===== config.mk =====
export PLATFORM = sky130hd
export DESIGN_NAME = smbios_structure_walker_core
export DESIGN_NICKNAME = d
export VERILOG_FILES = /design/src/hw/rtl/ssw_pkg.sv /design/src/hw/rtl/smbios_structure_walker_core.sv
export SDC_FILE = /design/constraint.sdc
export NUM_CORES = 1
export LEC_CHECK = 0
export BUFFER_PORTS_ARGS = -buffer_cell sky130_fd_sc_hd__buf_2
export CORE_MARGIN = 8
export CORE_UTILIZATION = 54
export DETAILED_ROUTE_END_ITERATION = 7
export GPL_TIMING_DRIVEN = 1
export HOLD_SLACK_MARGIN = 0.12
export PLACE_DENSITY = 0.74
export SYNTH_ARGS = -nofsm -noshare
export SYNTH_HDL_FRONTEND = slang
export SYNTH_SLANG_ARGS = --single-unit
export TNS_END_PERCENT = 50

===== constraint.sdc =====
create_clock -name i_clk -period 31.8 [get_ports i_clk]
set_input_delay 1.59 -clock i_clk [delete_from_list [all_inputs] [get_ports i_clk]]
set_output_delay 1.59 -clock i_clk [all_outputs]
set_load 0.005 [all_outputs]

===== src/hw/rtl/ssw_pkg.sv =====
// Shared types and constants for the structure table walker.
`default_nettype none

package ssw_pkg;

    // Walk phases
    localparam logic [1:0] PH_HEADER  = 2'd0;
    localparam logic [1:0] PH_FORMAT  = 2'd1;
    localparam logic [1:0] PH_STRINGS = 2'd2;
    localparam logic [1:0] PH_DONE    = 2'd3;

    // Result status codes
    localparam logic [1:0] ST_OK        = 2'd0;
    localparam logic [1:0] ST_BROKEN    = 2'd1;
    localparam logic [1:0] ST_TRUNCATED = 2'd2;

    // Register index (paddr[2])
    localparam logic REG_TABLE_LENGTH = 1'b0;
    localparam logic REG_STRUCT_LIMIT = 1'b1;

    // Header size in bytes
    localparam int HDR_SIZE = 4;

    // Result payload; first member is the most significant
    typedef struct packed {
        logic [15:0] structure_index;
        logic [15:0] total_size;
        logic [15:0] start_offset;
        logic [15:0] handle;
        logic [7:0]  structure_length;
        logic [7:0]  structure_type;
    } t_payload;

    // One result word with its sideband
    typedef struct packed {
        logic [1:0] status;
        logic       table_done;
        t_payload   data;
    } t_result;

endpackage

`default_nettype wire


===== src/hw/rtl/smbios_structure_walker_core.sv =====
// Structure table walker: byte stream in, one word per structure out.
//
// Usage:
//   Input stream (i_s_*): one table byte per word in tdata[7:0]; tuser[0]
//   marks the first byte of a new table and restarts the walk at offset 0.
//   Output stream (o_m_*): one word per finished structure, per broken
//   header and per structure cut off by the end of the table. tuser holds
//   the status, tlast is set when nothing more comes for this table.
//   APB port: table_length at 0x0, structure_limit at 0x4; write only
//   while the walker is idle.
// Timing:
//   Each accepted byte is handled in its acceptance cycle; its result word
//   is registered in the output or skid register. One byte per cycle is
//   taken continuously; the only limit is the two-word output buffer.
// Stall:
//   An output register plus one skid register hold results while the
//   receiver stalls; o_s_tready drops only when both are occupied.
// Reset:
//   Synchronous, active low. Clears both registers, the walk state and
//   the output buffer; bytes before any first mark walk from offset 0.
`default_nettype none

module smbios_structure_walker_core
    import ssw_pkg::*;
#(
    parameter int OFFSET_BITS = 16
) (
    input  wire         i_clk,
    input  wire         i_rst_n,
    // input stream
    input  wire         i_s_tvalid,
    output logic        o_s_tready,
    input  wire  [7:0]  i_s_tdata,   // [7:0] table_byte
    input  wire  [0:0]  i_s_tuser,   // [0] first
    // output stream
    output logic        o_m_tvalid,
    input  wire         i_m_tready,
    output logic [79:0] o_m_tdata,   // type, length, handle, start, size, index
    output logic [1:0]  o_m_tuser,   // [1:0] status
    output logic        o_m_tlast,   // table_done
    // configuration
    input  wire         psel,
    input  wire         penable,
    input  wire         pwrite,
    input  wire  [2:0]  paddr,
    input  wire  [31:0] pwdata,
    output logic [31:0] prdata,
    output logic        pready
);

    localparam int OB = OFFSET_BITS;
    localparam int CW = ((OFFSET_BITS > 16) ? OFFSET_BITS : 16) + 2;

    // Configuration registers
    logic [15:0] r_table_length;
    logic [15:0] r_structure_limit;

    // Walk state
    logic [OB-1:0] r_byte_offset, n_byte_offset;
    logic [OB-1:0] r_struct_start, n_struct_start;
    logic [15:0]   r_seen, n_seen;
    logic [7:0]    r_held_type, n_held_type;
    logic [7:0]    r_held_len, n_held_len;
    logic [15:0]   r_held_handle, n_held_handle;
    logic          r_lbz, n_lbz;
    logic [1:0]    r_phase, n_phase;

    // Output buffer
    logic    r_out_valid;
    t_result r_out;
    logic    r_skid_valid;
    t_result r_skid;

    logic    acc;
    logic    res_valid;
    t_result res;

    // Effective state after a first mark
    logic [OB-1:0] e_offset, e_start;
    logic [15:0]   e_seen;
    logic          e_lbz;
    logic [1:0]    e_phase;

    logic [OB-1:0] k;
    logic [CW-1:0] o_w, start_w, tl_w, next_w;
    logic [15:0]   seen_next;
    logic          at_last;
    logic          stopped;
    logic          ended;
    logic [7:0]    b;

    function automatic logic may_start(input logic [CW-1:0] start, input logic [15:0] seen,
                                       input logic [CW-1:0] tl, input logic [15:0] lim);
        begin
            may_start = (seen < lim) && ((start + CW'(HDR_SIZE)) <= tl);
        end
    endfunction

    // APB port
    assign pready = 1'b1;

    always_ff @(posedge i_clk) begin
        if (!i_rst_n) begin
            r_table_length    <= '0;
            r_structure_limit <= '0;
        end else if (psel && penable && pwrite && pready) begin
            case (paddr[2])
                REG_TABLE_LENGTH: r_table_length    <= pwdata[15:0];
                REG_STRUCT_LIMIT: r_structure_limit <= pwdata[15:0];
                default: ;
            endcase
        end
    end

    always_comb begin
        case (paddr[2])
            REG_TABLE_LENGTH: prdata = {16'd0, r_table_length};
            REG_STRUCT_LIMIT: prdata = {16'd0, r_structure_limit};
            default:          prdata = '0;
        endcase
    end

    // Handshake
    assign acc        = i_s_tvalid && o_s_tready;
    assign o_s_tready = !r_skid_valid;
    assign b          = i_s_tdata[7:0];

    // Per-byte walk logic
    always_comb begin
        if (i_s_tuser[0]) begin
            e_offset = '0;
            e_start  = '0;
            e_seen   = '0;
            e_lbz    = 1'b0;
            e_phase  = PH_HEADER;
        end else begin
            e_offset = r_byte_offset;
            e_start  = r_struct_start;
            e_seen   = r_seen;
            e_lbz    = r_lbz;
            e_phase  = r_phase;
        end

        k         = e_offset - e_start;
        o_w       = CW'(e_offset);
        start_w   = CW'(e_start);
        tl_w      = CW'(r_table_length);
        next_w    = o_w + CW'(1);
        seen_next = e_seen + 16'd1;
        at_last   = (r_table_length != 16'd0) && (o_w == tl_w - CW'(1));

        n_byte_offset  = (e_offset != {OB{1'b1}}) ? e_offset + OB'(1) : e_offset;
        n_struct_start = e_start;
        n_seen         = e_seen;
        n_held_type    = r_held_type;
        n_held_len     = r_held_len;
        n_held_handle  = r_held_handle;
        n_lbz          = e_lbz;
        n_phase        = e_phase;

        stopped   = 1'b0;
        ended     = 1'b0;
        res_valid = 1'b0;
        res       = '0;

        case (e_phase)
            PH_DONE: begin
                stopped = 1'b1;
            end
            PH_HEADER: begin
                if (k == '0) begin
                    if (!may_start(start_w, e_seen, tl_w, r_structure_limit)) begin
                        n_phase = PH_DONE;
                        stopped = 1'b1;
                    end else begin
                        n_held_type = b;
                    end
                end else if (k == OB'(1)) begin
                    n_held_len = b;
                end else if (k == OB'(2)) begin
                    n_held_handle = {8'd0, b};
                end else begin
                    n_held_handle = {b, r_held_handle[7:0]};
                    if (r_held_len < 8'(HDR_SIZE)) begin
                        // broken header: report and stop
                        res_valid  = 1'b1;
                        res.status = ST_BROKEN;
                        res.table_done = 1'b1;
                        res.data.total_size = '0;
                        n_phase = PH_DONE;
                        stopped = 1'b1;
                    end else begin
                        n_lbz   = 1'b0;
                        n_phase = (r_held_len == 8'(HDR_SIZE)) ? PH_STRINGS : PH_FORMAT;
                    end
                end
            end
            PH_FORMAT: begin
                if (({1'b0, k} + (OB+1)'(1)) >= (OB+1)'(r_held_len)) begin
                    n_lbz   = 1'b0;
                    n_phase = PH_STRINGS;
                end
            end
            default: begin
                // string area: look for the double zero
                if (b == 8'd0 && e_lbz) begin
                    ended = 1'b1;
                end else begin
                    n_lbz = (b == 8'd0);
                end
            end
        endcase

        if (!stopped) begin
            if (ended) begin
                res_valid = 1'b1;
                res.status = ST_OK;
                res.table_done = !may_start(next_w, seen_next, tl_w, r_structure_limit);
                res.data.total_size = 16'(next_w - start_w);
                n_seen         = seen_next;
                n_struct_start = next_w[OB-1:0];
                n_lbz          = 1'b0;
                n_phase        = res.table_done ? PH_DONE : PH_HEADER;
            end else if (at_last) begin
                res_valid = 1'b1;
                res.status = ST_TRUNCATED;
                res.table_done = 1'b1;
                res.data.total_size = 16'(tl_w - start_w);
                n_phase = PH_DONE;
            end
        end

        // fields common to every result
        res.data.structure_type   = n_held_type;
        res.data.structure_length = n_held_len;
        res.data.handle           = n_held_handle;
        res.data.start_offset     = start_w[15:0];
        res.data.structure_index  = e_seen;
    end

    // Walk state registers
    always_ff @(posedge i_clk) begin
        if (!i_rst_n) begin
            r_byte_offset  <= '0;
            r_struct_start <= '0;
            r_seen         <= '0;
            r_held_type    <= '0;
            r_held_len     <= '0;
            r_held_handle  <= '0;
            r_lbz          <= 1'b0;
            r_phase        <= PH_HEADER;
        end else if (acc) begin
            r_byte_offset  <= n_byte_offset;
            r_struct_start <= n_struct_start;
            r_seen         <= n_seen;
            r_held_type    <= n_held_type;
            r_held_len     <= n_held_len;
            r_held_handle  <= n_held_handle;
            r_lbz          <= n_lbz;
            r_phase        <= n_phase;
        end
    end

    // Output register with skid stage
    always_ff @(posedge i_clk) begin
        if (!i_rst_n) begin
            r_out_valid  <= 1'b0;
            r_skid_valid <= 1'b0;
        end else if (!r_out_valid || i_m_tready) begin
            if (r_skid_valid) begin
                r_out_valid  <= 1'b1;
                r_skid_valid <= 1'b0;
            end else begin
                r_out_valid <= acc && res_valid;
            end
        end else if (acc && res_valid) begin
            r_skid_valid <= 1'b1;
        end
    end

    always_ff @(posedge i_clk) begin
        if (!r_out_valid || i_m_tready) begin
            r_out <= r_skid_valid ? r_skid : res;
        end else if (acc && res_valid) begin
            r_skid <= res;
        end
    end

    assign o_m_tvalid = r_out_valid;
    assign o_m_tdata  = r_out.data;
    assign o_m_tuser  = r_out.status;
    assign o_m_tlast  = r_out.table_done;

endmodule

`default_nettype wire


==> results of run 1 <==
through the flow:
| stage | power, mW | instance area (um^2) | worst slack, ns | hold WS (ns) | utilization (%) |
|---|---|---|---|---|---|
| global route | 0.919 | 19800 | 23.49 | 0.497 | 60.7 |
| finish | 0.889 | 19800 | 23.84 | 0.482 | 60.7 |
| global placement | 0.532 | 18800 | 23.53 | 0.463 | 57.6 |
| CTS | 0.891 | 19800 | 23.90 | 0.482 | 60.7 |
| detailed placement | 0.534 | 18800 | 23.34 | 0.470 | 57.6 |
| floorplan | 0.498 | 17900 | 19.78 | 0.441 | - |
worst paths after layout:
kind	start	endpoint	cells past startpoint
worst max register to register	r_struct_start[4]	r_skid[55]	21
worst min-delay path	r_lbz	r_lbz	2
worst max-delay path	i_s_tuser	r_skid[55]	24
worst min register to register	r_lbz	r_lbz	2
synth_stat cells (60+ instances only):
| cell type | number |
|---|---|
| clkbuf_1 | 70 |
| dfxtp_1 | 117 |
| nand2_1 | 212 |
| nor2_1 | 119 |
| xnor2_1 | 78 |
| o21ai_0 | 104 |
| mux2_2 | 80 |
| nor2b_1 | 60 |
| ha_1 | 118 |
| a21oi_1 | 66 |
| inv_1 | 110 |
| edfxtp_1 | 166 |
where the power goes:
group / leakage, nW / internal [mW] / switching (mW)
logic: 5.23 / 0.0461 / 0.0739
clock network: 0.509 / 0.210 / 0.150
registers: 2.69 / 0.401 / 0.00752
cell type report:
type	instances	area [um^2]	share of cell area, %
tap	442	553	2.79
timing repair buffer	145	756	3.81
sequential	283	7330	37.0
multi-input combinational	1414	9730	49.1
clock inverter	11	95.1	0.480
inverter	111	417	2.10
clock buffer	47	932	4.71
routing by layer:
metal,vias to the layer above,global-route usage [%],wire length [um]
met2,542,40.3,22800
met1,7037,35.1,22900
li1,6940,-,-
met5,-,0,0
met4,0,7.58,1420
met3,90,4.26,3990
kinds of logic (layout without fill, tap and decap cells):
| logic type | count (synthesis) | after routing | synth area share (%) |
|---|---|---|---|
| multiplexers | 102 | 102 | 6.27 |
| AO/OA/AOI/OAI | 404 | 404 | 15.0 |
| AND/OR/NAND/NOR | 645 | 645 | 18.0 |
| adder cells (fa/ha/maj) | 121 | 121 | 8.48 |
| XOR/XNOR | 125 | 125 | 6.20 |
| flip-flops | 283 | 283 | 41.0 |
| buffers and inverters | 219 | 314 | 5.08 |
| other | 2 | 17 | 0.0420 |
flip-flops by register name, summed over array words and instances, names as in the netlist:
signal,flops
r_skid,83
o_m_tdata,80
r_byte_offset,16
r_held_handle,16
r_seen,16
r_struct_start,16
r_structure_limit,16
r_table_length,16
r_held_len,8
r_held_type,8
o_m_tuser,2
r_phase,2
o_m_tlast,1
o_m_tvalid,1
r_lbz,1
r_skid_valid,1
cell usage in the layout, fill, tap and decap left out, types with 7 or more instances in the layout:
cell / count
nand2_1: 212
edfxtp_1: 166
buf_2: 133
nor2_1: 119
ha_1: 118
dfxtp_1: 116
inv_1: 109
o21ai_0: 104
mux2_2: 80
xnor2_1: 78
a21oi_1: 66
nor2b_1: 59
and3_1: 53
a21boi_0: 51
nand3_1: 46
xor2_1: 45
clkbuf_16: 33
o21a_1: 31
nand4_1: 29
a31oi_1: 24
a21o_1: 23
mux2i_1: 22
nor3_1: 20
nand2b_1: 20
conb_1: 17
nor4_1: 16
nor3b_1: 14
o22ai_1: 14
buf_4: 12
or3_1: 9
o31ai_1: 9
a22o_1: 9
a211oi_1: 8
or2_2: 8
clkbuf_1: 8
and2_1: 7
tightest hold or removal path: cells and delay by family, from the launching register on:
family | cells | cell delay [ns]
flip-flops | 1 | 0.31
AO/OA/AOI/OAI | 1 | 0.07
AND/OR/NAND/NOR | 1 | 0.05
==> flow_summary.json, run 1 <==
{
  "status": "complete, no violations",
  "cts-resized-gates": 0,
  "critPathMaxFanout": 59,
  "cp.required_ns": 31.99,
  "dp.final_hpwl_mm": 37.4,
  "die_y_um": 198,
  "fin_nets": 2156,
  "cts-htree-levels": 1,
  "yosysWarnings": 0,
  "cts_root_buf": "clkbuf_16",
  "numCtsBuffers": 31,
  "fin_setup_tns_ns": 0,
  "core_mm2": 0.0326,
  "synth.area.top_cells": "edfxtp_1 (28%), dfxtp_1 (13%), ha_1 (8.3%), mux2_2 (5.0%), nand2_1 (4.4%)",
  "portBuffers": 133,
  "fin_crit_ns": 7.96,
  "postCtsSetupRepairBufs": 0,
  "rows": 66,
  "worst_pin_slew_ns": 1.18,
  "routed_wl_mm": 51.1,
  "p_per_area_mw_per_mm2": 44.9,
  "hold_viol_final": 0,
  "finalSetupViolations": 0,
  "synth_area_mm2": 0.0179,
  "drc": 0,
  "fillers": 2746,
  "flow.area_growth_from_synthesis_pct": 10.7,
  "ios": 169,
  "start_util_pct": 54.9,
  "vdd_drop_max_mv": 0.0365,
  "rrSetupSlack_ns": 25.33,
  "finalNonFillerCells": 2453,
  "yosys.area.top_type_share_pct": 27.9,
  "synth.distinct_cells": 88,
  "cts_hold_buf": 0,
  "synthArstFlopShare_pct": 0,
  "antenna_cells": 0,
  "cp_slowest_cell": "buf_4",
  "wire_per_inst_um": 20.8,
  "grt_overflow": 0,
  "vias_per_cell": 5.96,
  "track_usage_pct": 25.4,
  "synth_seq_cells": 283,
  "hold_class": "flip-flop to flip-flop",
  "drive_gt1_share_pct": 15.4,
  "p_leak_nw": 8.43,
  "clock_sinks": 283,
  "fmax_ghz": 0.126,
  "clock_skew_ns": 0.0188,
  "drt_pass1_iterations": 7,
  "dieArea_mm2": 0.0392,
  "max_slew_margin_pct": 21.6,
  "grt_pass1_wl_mm": 79.0,
  "grt_max_degree": 122,
  "fin_crit_sh_pct": 25.0,
  "synthCells": 1901,
  "rsz0062_at_grt": "no",
  "crit_arrival_ns": 8.15,
  "clk_pin_slew_worst_paths_ns": 0.06,
  "crit_type": "input port to flip-flop",
  "cp-end-kind": "flip-flop",
  "ant_nets": 0,
  "path_buf_inv": 5,
  "drt_first_iter_violations": 1250,
  "start_kind": "input port",
  "cts_buffer_depth": 3,
  "yosysSeqAreaShare_pct": 41.0,
  "place_congestion": 0.982,
  "die_w_um": 198,
  "clkLatencyLatePin_ns": 0.58,
  "vias": 14609,
  "slowest_delay_ns": 0.74,
  "grt_pass1_vias": 13938,
  "path_cells": "buf_2, inv_1, buf_4, nand2_1, nor2_1, nand3_1, nor2_1, nand2_1, xor2_1, nor2_1, ha_1, and4_1, nand3_1, or3_1, o22ai_1, nand3_1, a311oi_1, nand2b_1, a2111o_1, a31o_2, a21oi_1, nor3_2, buf_4, buf_4",
  "cap_violations": 0,
  "yosysTopAreaCell": "edfxtp_1",
  "synth_edf_count": 166,
  "cts_tree": "yes",
  "grt_antenna_before_repair": 0,
  "finalMaxSlewViolations": 0,
  "avgSynthCellArea_um2": 9.41,
  "placed_cells": 2395,
  "dominantRegCellSynth": "edfxtp_1",
  "crit_family": "simple AND/OR/NAND/NOR gates"
}
Power figures use the tool's default switching activity.
==> inputs of run 2 (changes only) <==
==> constraint.sdc (replaced) <==
create_clock -name i_clk -period 8.3 [get_ports i_clk]
set_input_delay 0.415 -clock i_clk [delete_from_list [all_inputs] [get_ports i_clk]]
set_output_delay 0.415 -clock i_clk [all_outputs]
set_load 0.005 [all_outputs]
==> flow_summary.json, run 2 (same netlist as run 1, synthesis figures left out) <==
{
  "fin_setup_tns_ns": 0,
  "ios": 169,
  "cts_buffer_depth": 3,
  "clock_skew_ns": 0.0138,
  "cts-htree-levels": 1,
  "fin_ws_ns": 2.32,
  "worst_r2r_endpoint": "o_m_tdata[56]",
  "vias": 14760,
  "fin_util_pct": 62.0,
  "grt_antenna_before_repair": 0,
  "track_usage_pct": 26.4,
  "max_slew_margin_pct": 18.9,
  "grt_max_degree": 122,
  "hold_viol_final": 0,
  "rsz0062_at_grt": "no",
  "ff2ff_path_depth": 20,
  "hold-worst-slack_ns": 0.184,
  "worstReg2RegStart": "r_struct_start[3]",
  "fin_crit_sh_pct": 72.1,
  "drc": 0,
  "dieArea_mm2": 0.0392,
  "placed_area_mm2": 0.0190,
  "finalSetupViolations": 0,
  "grt_pass1_wl_mm": 81.8,
  "numCtsBuffers": 31,
  "final_cell_mix": "nand2_1 (209), edfxtp_1 (166), buf_2 (133)",
  "ant_nets": 0,
  "antenna_cells": 0,
  "fin_nets": 2174,
  "crit_type": "flip-flop to flip-flop",
  "postCtsSetupRepairBufs": 0,
  "cap_violations": 0,
  "routed_wl_mm": 52.7,
  "placed_cells": 2397,
  "flow.area_growth_from_synthesis_pct": 13.0,
  "whs_path_depth": 3,
  "p_per_area_mw_per_mm2": 173,
  "start_util_pct": 54.9,
  "finalMaxSlewViolations": 0,
  "largest_register_ffs": 83,
  "met2_usage_pct": 42.1,
  "drt_first_iter_violations": 1158,
  "core_mm2": 0.0326,
  "place_congestion": 0.970,
  "grt_pass1_vias": 14447,
  "critPathMaxFanout": 12,
  "fin_area_mm2": 0.0202,
  "drive_gt1_share_pct": 16.6,
  "regMostFlops": "r_skid",
  "die_w_um": 198,
  "finalNonFillerCells": 2471,
  "hold_class": "input port to flip-flop",
  "clk_pin_slew_worst_paths_ns": 0.07,
  "rrSetupSlack_ns": 2.32,
  "cts_tree": "yes",
  "clkLatencyLatePin_ns": 0.58,
  "mostFrequentLayoutCell": "nand2_1",
  "top_usage_layer": "met2",
  "grt_overflow": 0,
  "status": "complete, no violations",
  "rows": 66,
  "cp-end-kind": "flip-flop",
  "place_ws_ns": 1.92,
  "portBuffers": 133,
  "cp.required_ns": 8.76,
  "start_kind": "flip-flop",
  "fin_crit_ns": 5.98,
  "worstHoldStart": "i_s_tdata[7]",
  "dp.final_hpwl_mm": 38.8,
  "p_leak_nw": 8.60,
  "fmax_ghz": 0.167,
  "min_to": "r_held_len[7]",
  "die_y_um": 198,
  "grt_use_met1_pct": 36.6,
  "crit_arrival_ns": 6.44,
  "cts_root_buf": "clkbuf_16",
  "report.power.total_mw": 3.50,
  "worst_pin_slew_ns": 1.21,
  "drt_pass1_iterations": 8,
  "met3_usage_pct": 4.02,
  "vias_per_cell": 5.97,
  "vdd_drop_max_mv": 0.190,
  "clock_sinks": 283,
  "wire_per_inst_um": 21.3
}
-- run 2: cell types whose count changed in the layout (fill, tap and decap cells not counted), sizes merged --
cell / before / now
dlygate4sd3: 0 / 16
bufinv: 1 / 4
clkinv: 8 / 5
buf: 145 / 147
clkbuf: 47 / 46
inv: 113 / 114
-- run 2: layout make-up --
class / count / area [um^2]
clock buffers: 46 / 892
multi-input cells: 1414 / 9900
inverters: 111 / 417
well taps: 442 / 553
flip-flops and latches: 283 / 7330
clock inverters: 12 / 188
repair buffers: 163 / 931
fillers: 2733 / 12400
-- run 2: per-layer routing --
layer	wire (um)	share of wire, %
met5	0	0
met4	1350	2.6
met3	4000	7.6
met2	23900	45
met1	23500	45
-- run 2: what timing repair did --
action                                 4_1_cts  5_1_grt
endpoints found under the hold margin       30        0
resized for setup                            0        0
hold buffers                                16        0
-- run 2: worst max path at each step --
stage                 startpoint             to  slack (ns)  cells past startpoint
5_1_grt                i_s_tuser     r_phase[0]        2.01                     21
2_1_floorplan          i_s_tuser      r_skid[0]       -1.51                     21
6_report       r_struct_start[3]  o_m_tdata[56]        2.32                     20
3_5_place_dp           i_s_tuser     r_phase[0]        1.92                     21
3_3_place_gp           i_s_tuser     r_phase[0]        1.96                     21
4_1_cts        r_struct_start[3]  o_m_tdata[56]        2.45                     20
-- run 2: where the power goes --
part / internal, mW / switching (mW) / total (mW)
Clock: 0.872 / 0.585 / 1.46
Sequential: 1.54 / 0.0290 / 1.56
Combinational: 0.187 / 0.295 / 0.482
-- run 2: worst max-delay path, cell delays in order, from the launching register on --
cell and delay, ns:
dfxtp_1 0.62, nand4_1 0.26, nor2_2 0.26, nand3_2 0.16
nor2_2 0.24, nand2_1 0.09, xor2_1 0.14, nor2_1 0.06
ha_1 0.31, and4_1 0.23, nand3_1 0.14, or3_1 0.47
o22ai_1 0.20, nand3_1 0.12, a311oi_1 0.47, nand2b_1 0.18
a2111o_1 0.20, a311o_1 0.39, nand2_1 0.47, o32ai_1 0.60
mux2_2 0.24
==> inputs of run 3 (changes only) <==
--- a/config.mk
+++ b/config.mk
@@ -5,13 +5,14 @@
 export SDC_FILE = /design/constraint.sdc
 export NUM_CORES = 1
 export LEC_CHECK = 0
+export ABC_AREA = 1
 export BUFFER_PORTS_ARGS = -buffer_cell sky130_fd_sc_hd__buf_2
 export CORE_MARGIN = 8
 export CORE_UTILIZATION = 54
 export DETAILED_ROUTE_END_ITERATION = 7
 export GPL_TIMING_DRIVEN = 1
 export HOLD_SLACK_MARGIN = 0.12
-export PLACE_DENSITY = 0.74
+export PLACE_DENSITY = 0.73
 export SYNTH_ARGS = -nofsm -noshare
 export SYNTH_HDL_FRONTEND = slang
 export SYNTH_SLANG_ARGS = --single-unit
==> constraint.sdc (replaced) <==
create_clock -name i_clk -period 5.6 [get_ports i_clk]
set_input_delay 0.28 -clock i_clk [delete_from_list [all_inputs] [get_ports i_clk]]
set_output_delay 0.28 -clock i_clk [all_outputs]
set_load 0.005 [all_outputs]
==> flow_summary.json, run 3 <==
{
  "status": "complete, no violations",
  "drt_first_iter_violations": 1587,
  "clock_sinks": 283,
  "clkLatencyLatePin_ns": 0.60,
  "ios": 169,
  "die_w_um": 202,
  "rows": 68,
  "yosysSeqAreaShare_pct": 39.1,
  "ant_nets": 0,
  "regMostFlops": "r_skid",
  "place_congestion": 1.01,
  "dieArea_mm2": 0.0409,
  "grt_max_degree": 102,
  "largest_register_ffs": 83,
  "final_cell_mix": "nand2_1 (593), inv_1 (314), o21ai_0 (217)",
  "vias": 17281,
  "cts_tree": "yes",
  "finalSetupViolations": 0,
  "fin_crit_ns": 5.03,
  "cts-htree-levels": 1,
  "cp-end-kind": "flip-flop",
  "drive_gt1_share_pct": 12.3,
  "clk_pin_slew_worst_paths_ns": 0.06,
  "synth_xor_area_share_pct": 3.46,
  "die_y_um": 202,
  "track_usage_pct": 27.1,
  "synth_edf_count": 166,
  "antenna_cells": 0,
  "avgSynthCellArea_um2": 7.49,
  "numCtsBuffers": 31,
  "fmax_ghz": 0.199,
  "dominantRegCellSynth": "edfxtp_1",
  "max_slew_margin_pct": 29.6,
  "mostFrequentLayoutCell": "nand2_1",
  "synth_area_mm2": 0.0187,
  "vdd_drop_max_mv": 0.249,
  "yosysTopAreaCell": "edfxtp_1",
  "synth_fa_ha_area_share_pct": 7.99,
  "cp_slowest_cell": "dlygate4sd3_1",
  "p_per_area_mw_per_mm2": 245,
  "drc": 0,
  "synth_simple_gate_area_share_pct": 26.6,
  "fin_nets": 2799,
  "rsz0062_at_grt": "no",
  "synthArstFlopShare_pct": 0,
  "fin_setup_tns_ns": 0,
  "yosysMostFrequentCell": "nand2_1",
  "synth_compound_area_share_pct": 13.2,
  "synth_top_family_by_area": "simple AND/OR/NAND/NOR gates",
  "cts_root_buf": "clkbuf_16",
  "synthMuxAreaShare_pct": 0,
  "grt_pass1_wl_mm": 89.5,
  "cts_buffer_depth": 3,
  "synth_seq_cells": 283,
  "drt_pass1_iterations": 5,
  "cp.required_ns": 5.83,
  "yosys.area.top_type_share_pct": 26.6,
  "portBuffers": 133,
  "cts-resized-gates": 0,
  "start_util_pct": 54.5,
  "synth_common_cells": "nand2_1 (604), inv_1 (317), o21ai_0 (217)",
  "p_leak_nw": 10.1,
  "fillers": 3112,
  "hold_class": "input port to flip-flop",
  "hold-worst-slack_ns": 0.160,
  "synth.distinct_cells": 59,
  "cap_violations": 0,
  "synthCells": 2500,
  "synth.area.top_cells": "edfxtp_1 (27%), dfxtp_1 (13%), nand2_1 (12%), ha_1 (7.9%), inv_1 (6.4%)",
  "grt_overflow": 0,
  "finalMaxSlewViolations": 0,
  "wire_per_inst_um": 18.5,
  "yosysWarnings": 0,
  "crit_arrival_ns": 5.26,
  "vias_per_cell": 5.56,
  "fin_util_pct": 61.1,
  "flow.area_growth_from_synthesis_pct": 12.1,
  "slowest_delay_ns": 0.56,
  "crit_type": "input port to flip-flop",
  "clock_skew_ns": 0.0178,
  "grt_antenna_before_repair": 0,
  "worst_pin_slew_ns": 1.06,
  "core_mm2": 0.0344,
  "critPathMaxFanout": 37,
  "start_kind": "input port",
  "routed_wl_mm": 57.4,
  "dp.final_hpwl_mm": 43.0,
  "fin_crit_sh_pct": 89.8,
  "grt_pass1_vias": 16224,
  "hold_viol_final": 0
}
==> run 3: changes by cell type in the layout (fill, tap and decap cells not counted), sizes merged, moves of 30 or more <==
cell	change
nand2	+430
o21a	-30
a21oi	+105
and3	-53
nor2b	-61
inv	+215
xnor2	-69
a21boi	-49
nor2	+89
nand3	+127
o21ai	+124
mux2	-80
==> run 3: final timing paths <==
| kind | from | end | slack (ns) | depth (start not counted) |
|---|---|---|---|---|
| setup / recovery | i_s_tuser | r_skid[10] | 0.57 | 33 |
| hold / removal | i_s_tdata[4] | r_skid[28] | 0.16 | 3 |
| setup reg to reg | r_struct_start[2] | r_skid[10] | 0.59 | 32 |
| hold reg to reg | r_seen[15] | r_seen[15] | 0.47 | 2 |
==> run 3: power by group <==
| group | leakage, nW | total (mW) | switching [mW] | internal (mW) |
|---|---|---|---|---|
| Clock | 0.483 | 2.04 | 0.889 | 1.16 |
| Combinational | 6.87 | 0.772 | 0.520 | 0.252 |
| Sequential | 2.73 | 2.33 | 0.0359 | 2.29 |
==> run 3: timing repair <==
action / in CTS / in global routing
endpoints found under the hold margin: 37 / 0
hold buffers: 21 / 0
setup buffers: 0 / 0
==> run 3: area by class of cell <==
class                      count  area (um^2)  area share [%]
inverter                     330         1240            5.90
clock inverter                12          116           0.554
tap                          455          569            2.71
clock buffer                  46          893            4.26
multi-input combinational   1801         9750            46.4
sequential                   283         7330            34.9
timing repair buffer         182         1100            5.23
==> run 3: critical path, delay by kind of cell <==
family | cells | cell delay [ns]
AND/OR/NAND/NOR | 27 | 3.27
buffers and inverters | 4 | 1.25
adder cells (fa/ha/maj) | 1 | 0.33
AO/OA/AOI/OAI | 1 | 0.05
==> run 3: logic make-up (layout without fill, tap and decap cells) <==
| logic type | Yosys count | count (layout) |
|---|---|---|
| adder cells (fa/ha/maj) | 119 | 119 |
| AO/OA/AOI/OAI | 457 | 457 |
| buffers and inverters | 431 | 570 |
| flip-flops | 283 | 283 |
| XOR/XNOR | 74 | 74 |
| AND/OR/NAND/NOR | 1134 | 1134 |
| other | 2 | 17 |
==> run 3: layer usage <==
layer / share of wire, % / vias up / global-route usage [%]
met3: 7.7 / 109 / 4.23
li1: - / 8495 / -
met4: 3.2 / 0 / 7.69
met2: 46 / 672 / 45.1
met1: 43 / 8005 / 36.0
met5: 0 / - / 0
==> run 3: through the flow <==
step	power [mW]	setup WS, ns	instance area [um^2]	std cells
2_1_floorplan	2.90	-1.45	18900	2515
3_3_place_gp	3.10	0.753	19800	3030
3_5_place_dp	3.12	0.630	19800	3030
4_1_cts	5.16	0.639	21000	3109
5_1_grt	5.33	0.116	21000	3109
6_report	5.15	0.572	21000	3109
